`config.mk`:
```
export PLATFORM = sky130hd
export DESIGN_NAME = open_addressing_hash_table_unit
export DESIGN_NICKNAME = d
export VERILOG_FILES = /design/src/hdl/oaht_pkg.sv /design/src/hdl/oaht_ctrl.sv /design/src/hdl/oaht_dpath.sv /design/src/hdl/open_addressing_hash_table_unit.sv
export VERILOG_INCLUDE_DIRS = /design/src /design/src/hdl
export SDC_FILE = /design/constraint.sdc
export NUM_CORES = 1
export LEC_CHECK = 0
export ABC_AREA = 1
export BUFFER_PORTS_ARGS = -buffer_cell sky130_fd_sc_hd__buf_2
export CORE_ASPECT_RATIO = 2
export CORE_UTILIZATION = 50
export CTS_CLUSTER_SIZE = 14
export DETAILED_ROUTE_END_ITERATION = 10
export HOLD_SLACK_MARGIN = 0.02
export PLACE_DENSITY = 0.66
export SLEW_MARGIN = 20
export SYNTH_ARGS = -nofsm -noshare
export SYNTH_HDL_FRONTEND = slang
export SYNTH_SLANG_ARGS = --single-unit
```
`constraint.sdc`:
```
create_clock -name i_clk -period 6.6 [get_ports i_clk]
set_input_delay 0.66 -clock i_clk [delete_from_list [all_inputs] [get_ports i_clk]]
set_output_delay 0.66 -clock i_clk [all_outputs]
set_load 0.03 [all_outputs]
```
`src/hdl/open_addressing_hash_table_unit_macros.svh`:
```
// Assertion macros for the open addressing hash table unit.
// Included by the controller and the datapath; depends on nothing.
`ifndef OPEN_ADDRESSING_HASH_TABLE_UNIT_MACROS_SVH
`define OPEN_ADDRESSING_HASH_TABLE_UNIT_MACROS_SVH
`ifndef SYNTHESIS
// Same-cycle implication under an active-low synchronous reset.
`define OAHT_ASSERT_IMP(lbl, clk, rst_n, ante, cons) \
    lbl: assert property (@(posedge clk) disable iff (!(rst_n)) (ante) |-> (cons)) \
        else $error("%m: assertion failed");
// Next-cycle implication under an active-low synchronous reset.
`define OAHT_ASSERT_NXT(lbl, clk, rst_n, ante, cons) \
    lbl: assert property (@(posedge clk) disable iff (!(rst_n)) (ante) |=> (cons)) \
        else $error("%m: assertion failed");
`else
`define OAHT_ASSERT_IMP(lbl, clk, rst_n, ante, cons)
`define OAHT_ASSERT_NXT(lbl, clk, rst_n, ante, cons)
`endif
`endif

```
`src/hdl/oaht_pkg.sv`:
```
// Shared types and constants of the open addressing hash table unit.
// Depends on nothing; used by every module of the block.
`default_nettype none
package oaht_pkg;

    // Table geometry
    localparam int TABLE_SIZE  = 7;
    localparam int KEY_WIDTH   = 16;
    localparam int KEY_FIELD_W = 16;
    localparam int SLOT_IDX_W  = 3;
    localparam int KEY_KEEP_W  = (KEY_WIDTH < KEY_FIELD_W) ? KEY_WIDTH : KEY_FIELD_W;
    localparam int SLOT_W      = (TABLE_SIZE > 1) ? $clog2(TABLE_SIZE) : 1;

    // Double hashing prime and its residue width
    localparam int DH_PRIME = 11;
    localparam int DH_W     = $clog2(DH_PRIME);

    // Reciprocal constants for the constant modulo (floor(2^32 / m))
    localparam int RECIP_SHIFT = 32;
    localparam int PROD_W      = KEY_KEEP_W + RECIP_SHIFT;
    localparam logic [RECIP_SHIFT-1:0] RECIP_TS =
        RECIP_SHIFT'((64'd1 << RECIP_SHIFT) / TABLE_SIZE);
    localparam logic [RECIP_SHIFT-1:0] RECIP_DH =
        RECIP_SHIFT'((64'd1 << RECIP_SHIFT) / DH_PRIME);

    // Working width of the remainder correction
    localparam int RED_W = (KEY_KEEP_W > 8) ? KEY_KEEP_W : 8;

    // Double hashing stride (DH_PRIME - key mod DH_PRIME) mod TABLE_SIZE
    localparam logic [SLOT_W-1:0] DH_STRIDE [DH_PRIME] = '{
        SLOT_W'((DH_PRIME - 0)  % TABLE_SIZE),
        SLOT_W'((DH_PRIME - 1)  % TABLE_SIZE),
        SLOT_W'((DH_PRIME - 2)  % TABLE_SIZE),
        SLOT_W'((DH_PRIME - 3)  % TABLE_SIZE),
        SLOT_W'((DH_PRIME - 4)  % TABLE_SIZE),
        SLOT_W'((DH_PRIME - 5)  % TABLE_SIZE),
        SLOT_W'((DH_PRIME - 6)  % TABLE_SIZE),
        SLOT_W'((DH_PRIME - 7)  % TABLE_SIZE),
        SLOT_W'((DH_PRIME - 8)  % TABLE_SIZE),
        SLOT_W'((DH_PRIME - 9)  % TABLE_SIZE),
        SLOT_W'((DH_PRIME - 10) % TABLE_SIZE)
    };

    // Quadratic probe: the offset step grows by two each probe
    localparam logic [SLOT_W-1:0] QUAD_INC = SLOT_W'(2 % TABLE_SIZE);

    typedef enum logic [1:0] {
        PM_LINEAR    = 2'd0,
        PM_QUADRATIC = 2'd1,
        PM_DOUBLE    = 2'd2
    } t_probe_mode;

    typedef enum logic {
        ACT_INSERT = 1'b0,
        ACT_DELETE = 1'b1
    } t_action;

    typedef enum logic [1:0] {
        ST_DONE      = 2'd0,
        ST_FULL      = 2'd1,
        ST_NOT_FOUND = 2'd2
    } t_status;

    typedef struct packed {
        t_action                 action;
        logic [KEY_FIELD_W-1:0]  key_value;
    } t_in_item;

    typedef struct packed {
        t_status                 status;
        logic [SLOT_IDX_W-1:0]   slot_index;
    } t_out_item;

    // Controller to datapath
    typedef struct packed {
        logic accept;
        logic hash;
        logic advance;
        logic commit;
    } t_dp_cmd;

    // Datapath to controller
    typedef struct packed {
        logic hit;
        logic last;
    } t_dp_stat;

endpackage
`default_nettype wire

```
`src/hdl/oaht_ctrl.sv`:
```
// Sequencing state machine of the hash table unit.
// Depends on oaht_pkg and the assertion macro header.
`default_nettype none
`include "open_addressing_hash_table_unit_macros.svh"
module oaht_ctrl (
    input  wire logic              i_clk,
    input  wire logic              i_rst_n,
    input  wire logic              i_in_valid,
    output logic                   o_in_ready,
    output logic                   o_out_valid,
    input  wire logic              i_out_ready,
    input  wire oaht_pkg::t_dp_stat i_stat,
    output oaht_pkg::t_dp_cmd      o_cmd
);

    typedef enum logic [2:0] {
        S_IDLE  = 3'b001,
        S_HASH  = 3'b010,
        S_PROBE = 3'b100
    } t_state;

    t_state r_state, n_state;
    logic   r_out_valid, n_out_valid;
    logic   out_free;

    assign out_free = !r_out_valid || i_out_ready;

    always_comb begin
        n_state    = r_state;
        o_cmd      = '0;
        o_in_ready = 1'b0;
        unique case (r_state)
            S_IDLE: begin
                // take no transfer while reset is held
                o_in_ready = i_rst_n;
                if (i_in_valid && i_rst_n) begin
                    o_cmd.accept = 1'b1;
                    n_state      = S_HASH;
                end
            end
            S_HASH: begin
                o_cmd.hash = 1'b1;
                n_state    = S_PROBE;
            end
            S_PROBE: begin
                if (i_stat.hit || i_stat.last) begin
                    // hold the result until the output register is free
                    if (out_free) begin
                        o_cmd.commit = 1'b1;
                        n_state      = S_IDLE;
                    end
                end else begin
                    o_cmd.advance = 1'b1;
                end
            end
            default: n_state = S_IDLE;
        endcase
    end

    assign n_out_valid = o_cmd.commit || (r_out_valid && !i_out_ready);
    assign o_out_valid = r_out_valid;

    always_ff @(posedge i_clk) begin
        if (!i_rst_n) begin
            r_state     <= S_IDLE;
            r_out_valid <= 1'b0;
        end else begin
            r_state     <= n_state;
            r_out_valid <= n_out_valid;
        end
    end

    `OAHT_ASSERT_IMP(a_commit_free, i_clk, i_rst_n, o_cmd.commit, !r_out_valid || i_out_ready)
    `OAHT_ASSERT_NXT(a_accept_hash, i_clk, i_rst_n, o_cmd.accept, r_state == S_HASH)
    `OAHT_ASSERT_IMP(a_state_onehot, i_clk, i_rst_n, 1'b1, $onehot(r_state))

endmodule
`default_nettype wire

```
`src/hdl/oaht_dpath.sv`:
```
// Datapath of the hash table unit: slot store, home and stride hashing, probe walk.
// Depends on oaht_pkg and the assertion macro header.
`default_nettype none
`include "open_addressing_hash_table_unit_macros.svh"
module oaht_dpath (
    input  wire logic                  i_clk,
    input  wire logic                  i_rst_n,
    input  wire logic                  i_cfg_we,
    input  wire logic [1:0]            i_cfg_data,
    input  wire oaht_pkg::t_in_item    i_in_data,
    input  wire oaht_pkg::t_dp_cmd     i_cmd,
    output oaht_pkg::t_dp_stat         o_stat,
    output oaht_pkg::t_out_item        o_out_data
);

    localparam int N  = oaht_pkg::TABLE_SIZE;
    localparam int SW = oaht_pkg::SLOT_W;
    localparam int KW = oaht_pkg::KEY_KEEP_W;
    localparam int RW = oaht_pkg::RED_W;
    localparam int PW = oaht_pkg::PROD_W;
    localparam int RS = oaht_pkg::RECIP_SHIFT;

    // Add two residues below N and fold once
    function automatic logic [SW-1:0] add_mod(input logic [SW-1:0] a, input logic [SW-1:0] b);
        logic [SW:0] sum;
        sum = {1'b0, a} + {1'b0, b};
        if (sum >= (SW+1)'(N)) begin
            sum = sum - (SW+1)'(N);
        end
        return sum[SW-1:0];
    endfunction

    // Estimated remainder lies below twice the modulus: fold once
    function automatic logic [RW-1:0] fix_rem(input logic [RW-1:0] r_est,
                                              input logic [RW-1:0] modulus);
        return (r_est >= modulus) ? (r_est - modulus) : r_est;
    endfunction

    logic [1:0]                r_mode;
    oaht_pkg::t_action         r_action;
    logic [KW-1:0]             r_key;
    logic [PW-1:0]             r_prod_ts;
    logic [PW-1:0]             r_prod_dh;
    logic [SW-1:0]             r_pos;
    logic [SW-1:0]             r_step;
    logic [SW-1:0]             r_cnt;
    logic [N-1:0]              r_occ;
    logic [KW-1:0]             r_slot_key [N];
    oaht_pkg::t_out_item       r_out_data;

    logic [KW-1:0]             in_key;
    logic [RW-1:0]             rem_ts;
    logic [RW-1:0]             rem_dh;
    logic [SW-1:0]             init_step;
    logic [SW-1:0]             next_step;
    logic                      commit_ins;
    logic                      commit_del;

    assign in_key = i_in_data.key_value[KW-1:0];

    // Remainders from the registered reciprocal products
    assign rem_ts = fix_rem(RW'(r_key) - RW'(r_prod_ts[PW-1:RS]) * RW'(N), RW'(N));
    assign rem_dh = fix_rem(RW'(r_key) - RW'(r_prod_dh[PW-1:RS]) * RW'(oaht_pkg::DH_PRIME),
                            RW'(oaht_pkg::DH_PRIME));

    always_comb begin
        init_step = SW'(1);
        next_step = r_step;
        unique case (r_mode)
            oaht_pkg::PM_QUADRATIC: begin
                next_step = add_mod(r_step, oaht_pkg::QUAD_INC);
            end
            oaht_pkg::PM_DOUBLE: begin
                init_step = oaht_pkg::DH_STRIDE[rem_dh[oaht_pkg::DH_W-1:0]];
            end
            default: begin
                init_step = SW'(1);
            end
        endcase
    end

    // Probe verdict at the current position
    always_comb begin
        o_stat.last = (r_cnt == SW'(N - 1));
        if (r_action == oaht_pkg::ACT_INSERT) begin
            o_stat.hit = !r_occ[r_pos];
        end else begin
            o_stat.hit = r_occ[r_pos] && (r_slot_key[r_pos] == r_key);
        end
    end

    assign commit_ins = i_cmd.commit && o_stat.hit && r_action == oaht_pkg::ACT_INSERT;
    assign commit_del = i_cmd.commit && o_stat.hit && r_action == oaht_pkg::ACT_DELETE;

    // Control-side registers
    always_ff @(posedge i_clk) begin
        if (!i_rst_n) begin
            r_mode <= 2'(oaht_pkg::PM_LINEAR);
            r_occ  <= '0;
            r_pos  <= '0;
            r_cnt  <= '0;
        end else begin
            if (i_cfg_we) begin
                r_mode <= i_cfg_data;
            end
            if (i_cmd.hash) begin
                r_pos <= rem_ts[SW-1:0];
                r_cnt <= '0;
            end else if (i_cmd.advance) begin
                r_pos <= add_mod(r_pos, r_step);
                r_cnt <= r_cnt + SW'(1);
            end
            if (i_cmd.commit && o_stat.hit) begin
                r_occ[r_pos] <= (r_action == oaht_pkg::ACT_INSERT);
            end
        end
    end

    // Payload registers
    always_ff @(posedge i_clk) begin
        if (i_cmd.accept) begin
            r_action  <= i_in_data.action;
            r_key     <= in_key;
            r_prod_ts <= PW'(in_key) * PW'(oaht_pkg::RECIP_TS);
            r_prod_dh <= PW'(in_key) * PW'(oaht_pkg::RECIP_DH);
        end
        if (i_cmd.hash) begin
            r_step <= init_step;
        end else if (i_cmd.advance) begin
            r_step <= next_step;
        end
        if (i_cmd.commit && o_stat.hit && r_action == oaht_pkg::ACT_INSERT) begin
            r_slot_key[r_pos] <= r_key;
        end
        if (i_cmd.commit) begin
            if (o_stat.hit) begin
                r_out_data.status     <= oaht_pkg::ST_DONE;
                r_out_data.slot_index <= oaht_pkg::SLOT_IDX_W'(r_pos);
            end else begin
                r_out_data.status     <= (r_action == oaht_pkg::ACT_INSERT) ?
                                         oaht_pkg::ST_FULL : oaht_pkg::ST_NOT_FOUND;
                r_out_data.slot_index <= '0;
            end
        end
    end

    assign o_out_data = r_out_data;

    `OAHT_ASSERT_IMP(a_cnt_range, i_clk, i_rst_n, 1'b1, r_cnt <= SW'(N - 1))
    `OAHT_ASSERT_NXT(a_ins_marks, i_clk, i_rst_n, commit_ins, r_occ[$past(r_pos)])
    `OAHT_ASSERT_NXT(a_del_frees, i_clk, i_rst_n, commit_del, !r_occ[$past(r_pos)])

endmodule
`default_nettype wire

```
`src/hdl/open_addressing_hash_table_unit.sv`:
```
// Flow: one transfer in, a hash step, then a probe walk over up to TABLE_SIZE slots, one slot per probe;
// the deciding probe commits the result into an output register once that register is free.
// A new item is taken only after the previous one has committed; while a result waits in the
// output register it blocks only the commit of the next item, not its hashing or probe walk.
// Reset: all slots empty, probe mode linear, no clearing pass; keys are undefined until written.
`default_nettype none
module open_addressing_hash_table_unit (
    input  wire logic                  i_clk,
    input  wire logic                  i_rst_n,
    // item channel
    input  wire logic                  i_in_valid,
    output logic                       o_in_ready,
    input  wire oaht_pkg::t_in_item    i_in_data,
    // result channel
    output logic                       o_out_valid,
    input  wire logic                  i_out_ready,
    output oaht_pkg::t_out_item        o_out_data,
    // probe mode register write
    input  wire logic                  i_cfg_valid,
    output logic                       o_cfg_ready,
    input  wire logic [1:0]            i_cfg_data
);

    oaht_pkg::t_dp_cmd  cmd;
    oaht_pkg::t_dp_stat stat;

    // Configuration writes go straight into the probe mode register; take the transfer whenever out of reset.
    assign o_cfg_ready = i_rst_n;

    // Controller: idle -> hash -> probe walk; commit once the output register frees up.
    oaht_ctrl u_ctrl (
        .i_clk       (i_clk),
        .i_rst_n     (i_rst_n),
        .i_in_valid  (i_in_valid),
        .o_in_ready  (o_in_ready),
        .o_out_valid (o_out_valid),
        .i_out_ready (i_out_ready),
        .i_stat      (stat),
        .o_cmd       (cmd)
    );

    // Datapath: reciprocal hashing, incremental probe position, slot flags and keys.
    oaht_dpath u_dpath (
        .i_clk      (i_clk),
        .i_rst_n    (i_rst_n),
        .i_cfg_we   (i_cfg_valid && o_cfg_ready),
        .i_cfg_data (i_cfg_data),
        .i_in_data  (i_in_data),
        .i_cmd      (cmd),
        .o_stat     (stat),
        .o_out_data (o_out_data)
    );

endmodule
`default_nettype wire

```
==> out/metrics.yaml <==
worst_setup_path:
  path_class: "in2reg"
  cp_max_fo: 7
  endpoint_kind: "flop"
  crit_start: "i_in_data[13]"
  r2r-start: "u_dpath.r_key[2]"
  cp.arrival_ns: 5.97
  r2r_end: "u_dpath.r_step[1]"
  cp.required_ns: 6.78
  r2r_slack_ns: 1.98
  worstSetupStartpointType: "primary input"
  setup.worst_path.end: "u_dpath.r_prod_dh[40]"
  reg2regPathDepth: 25
timing:
  setup_violations: 0
  setup-tns-final_ns: 0
  tightest_slew_ns: 0.921
  fmax_ghz: 0.173
  maxSlewHeadroom_pct: 38.6
  slew_violations: 0
  period_needed_ns: 5.79
  fin_skew_ns: 0.0146
  post-route-period-util_pct: 87.7
  final-hold-violation-count: 0
  rsz0062_at_grt: "false"
logic_synthesis:
  synth.area.top_cells: "edfxtp_1 (26%), fa_1 (18%), ha_1 (18%)"
  synth_compound_area_share_pct: 7.55
  ys_seq_area_share_pct: 27.9
  syn_inst: 2177
  synthXorXnorAreaFrac_pct: 2.37
  avgSynthCellArea_sq_um: 8.84
  synth_top_family_by_area: "adder cells"
  synth-seq-cells: 186
  synth_top_area_share_pct: 25.6
  ys_warn_count: 0
  syn_area_sq_mm: 0.0193
  synth_fa_ha_area_share_pct: 36.6
  syn-num-nets: 2658
  synth_simple_gate_area_share_pct: 16.6
  synth_top_cell_by_area: "edfxtp_1"
  synth.distinct_cells: 45
  muxShareOfSynthArea_pct: 0.0585
routing:
  wire_per_inst_um: 18.5
  viasPerCell: 5.47
  antenna_left: 0
  dr_total_vias: 14700
  first_pass_iters: 5
  drc: 0
  drt_iter0_drc: 699
  wirelength_mm: 49.8
global_routing:
  grt_pass1_wl_mm: 78.4
  grt_max_degree: 50
  grt_pass1_vias: 15600
  overflow: 0
  gr-usage-all-layers_pct: 26.4
  antenna_found_initial: 0
placement:
  hpwl_mm: 41.2
  io_buffers: 31
  place.gp.congestion: 0.956
floorplanning:
  fp.dieH_um: 280
  die_w_um: 141
  start_util_pct: 50.8
  rows: 101
  boundaryPins: 32
  core_area_sq_mm: 0.0379
  die_area_sq_mm: 0.0393
clock_network:
  clk_pin_slew_worst_paths_ns: 0.08
  post_cts_buffers: 0
  root_buffer: "clkbuf_16"
  hold_buffers: 0
  ctsResizeCount: 0
  h-tree-depth: 4
  cts_tree: "built"
  cts_sinks: 186
  cts_buffers: 17
  clk_latency_ns: 0.45
  cts_buffer_depth: 2
finish:
  final_cell_mix: "nand2_1 (479), inv_1 (416), ha_1 (281), fa_1 (176), edfxtp_1 (164)"
  final_common_cell: "nand2_1"
  final_nets: 2691
  drive_above_1_share_pct: 4.05
  syn_to_final_growth_pct: 6.56
  antenna_cells: 0
run:
  maxCapViolCount: 0
worst_hold_path:
  hold_class: "in2reg"
status:
  status: "completed"
## through the flow
| stage | setup WS (ns) | utilization, % | hold WS [ns] | area, sq um | cells |
|---|---|---|---|---|---|
| 3_5_place_dp | 0.405 | 52.5 | 0.470 | 19900 | 2654 |
| 3_3_place_gp | 0.424 | 52.5 | 0.460 | 19900 | 2654 |
| 4_1_cts | 0.862 | 54.1 | 0.377 | 20500 | 2686 |
| 5_1_grt | 0.621 | 54.1 | 0.380 | 20500 | 2686 |
| 2_1_floorplan | 0.938 | - | 0.450 | 19300 | 2177 |
| 6_report | 0.814 | 54.1 | 0.395 | 20500 | 2686 |
## per-layer routing
metal	global-route usage, %	vias up	share of wire [%]
met4	16.8	0	6.2
li1	-	7144	-
met2	54.1	321	58
met5	0	-	0
met1	23.9	7113	34
met3	2.43	126	2.4
## Yosys cell counts (all sizes together)
cell and instances:
dfxtp 22, o2111ai 2, o21bai 10, a31oi 7, a221oi 2, o31a 1, buf 20, ha 281
nor4 3, inv 422, and2 2, fa 176, xnor2 24, a21o 8, nor3 23, mux2 1
nor2 121, a21boi 6, clkinv 2, a21oi 128, or2 4, nand3 108, a41oi 1, edfxtp 164
a31o 1, nand2 479, o211ai 5, xor2 28, o21ai 82, o221ai 4, nand3b 6, nand4 25
clkbuf 4, o21a 5
## critical path, cell delays in order
cell,delay (ns)
buf_2,0.16
fa_1,0.54
inv_1,0.05
fa_1,0.54
fa_1,0.54
fa_1,0.51
inv_1,0.06
fa_1,0.53
inv_1,0.06
fa_1,0.54
inv_1,0.04
ha_1,0.35
a21oi_1,0.15
o21a_1,0.16
o21ai_0,0.11
a31o_2,0.23
nor2_1,0.08
nand2_1,0.09
a21oi_1,0.22
o21ai_0,0.15
xor2_1,0.18
## how the worst min path moves through the flow
stage / start / to / slack (ns) / depth (start not counted)
6_report: i_in_data[16] / u_dpath.r_action / 0.39 / 1
3_5_place_dp: u_dpath.r_occ[3] / u_dpath.r_occ[3] / 0.47 / 2
5_1_grt: i_in_data[16] / u_dpath.r_action / 0.38 / 1
4_1_cts: i_in_data[16] / u_dpath.r_action / 0.38 / 1
3_3_place_gp: u_dpath.r_occ[0] / u_dpath.r_occ[0] / 0.46 / 2
2_1_floorplan: u_dpath.r_occ[3] / u_dpath.r_occ[3] / 0.45 / 2
## layout make-up
cell class / instances / area [sq um]
fill: 3511 / 17400
sequential: 186 / 5370
multi-input combinational: 1543 / 12200
timing repair buffer: 38 / 208
clock inverter: 15 / 180
inverter: 424 / 1590
clock buffer: 17 / 425
tap: 463 / 579
## cell families (layout without fill, tap and decap cells)
group	Yosys count	in the layout
and+or+nand+nor	771	771
xor gates and xnor gates	52	52
muxes	1	1
buffers and inverters	448	494
AOI/OAI and AO/OA	262	262
DFF	186	186
adders and majority gates	457	457
## registers in the layout, summed over array words and instances, names as in the netlist, named ones only
name,count
u_ctrl.r_state,3
u_dpath.r_pos,3
u_dpath.r_key,16
u_dpath.r_cnt,3
u_ctrl.o_out_valid,1
u_dpath.r_mode,2
u_dpath.r_slot_key,112
u_dpath.r_occ,7
u_dpath.o_out_data,5
u_dpath.r_action,1
u_dpath.r_step,3
u_dpath.r_prod_dh,13
u_dpath.r_prod_ts,14
Power is not shown: default switching activity piles up to over one toggle a cycle in this logic, so the estimate is an artifact.
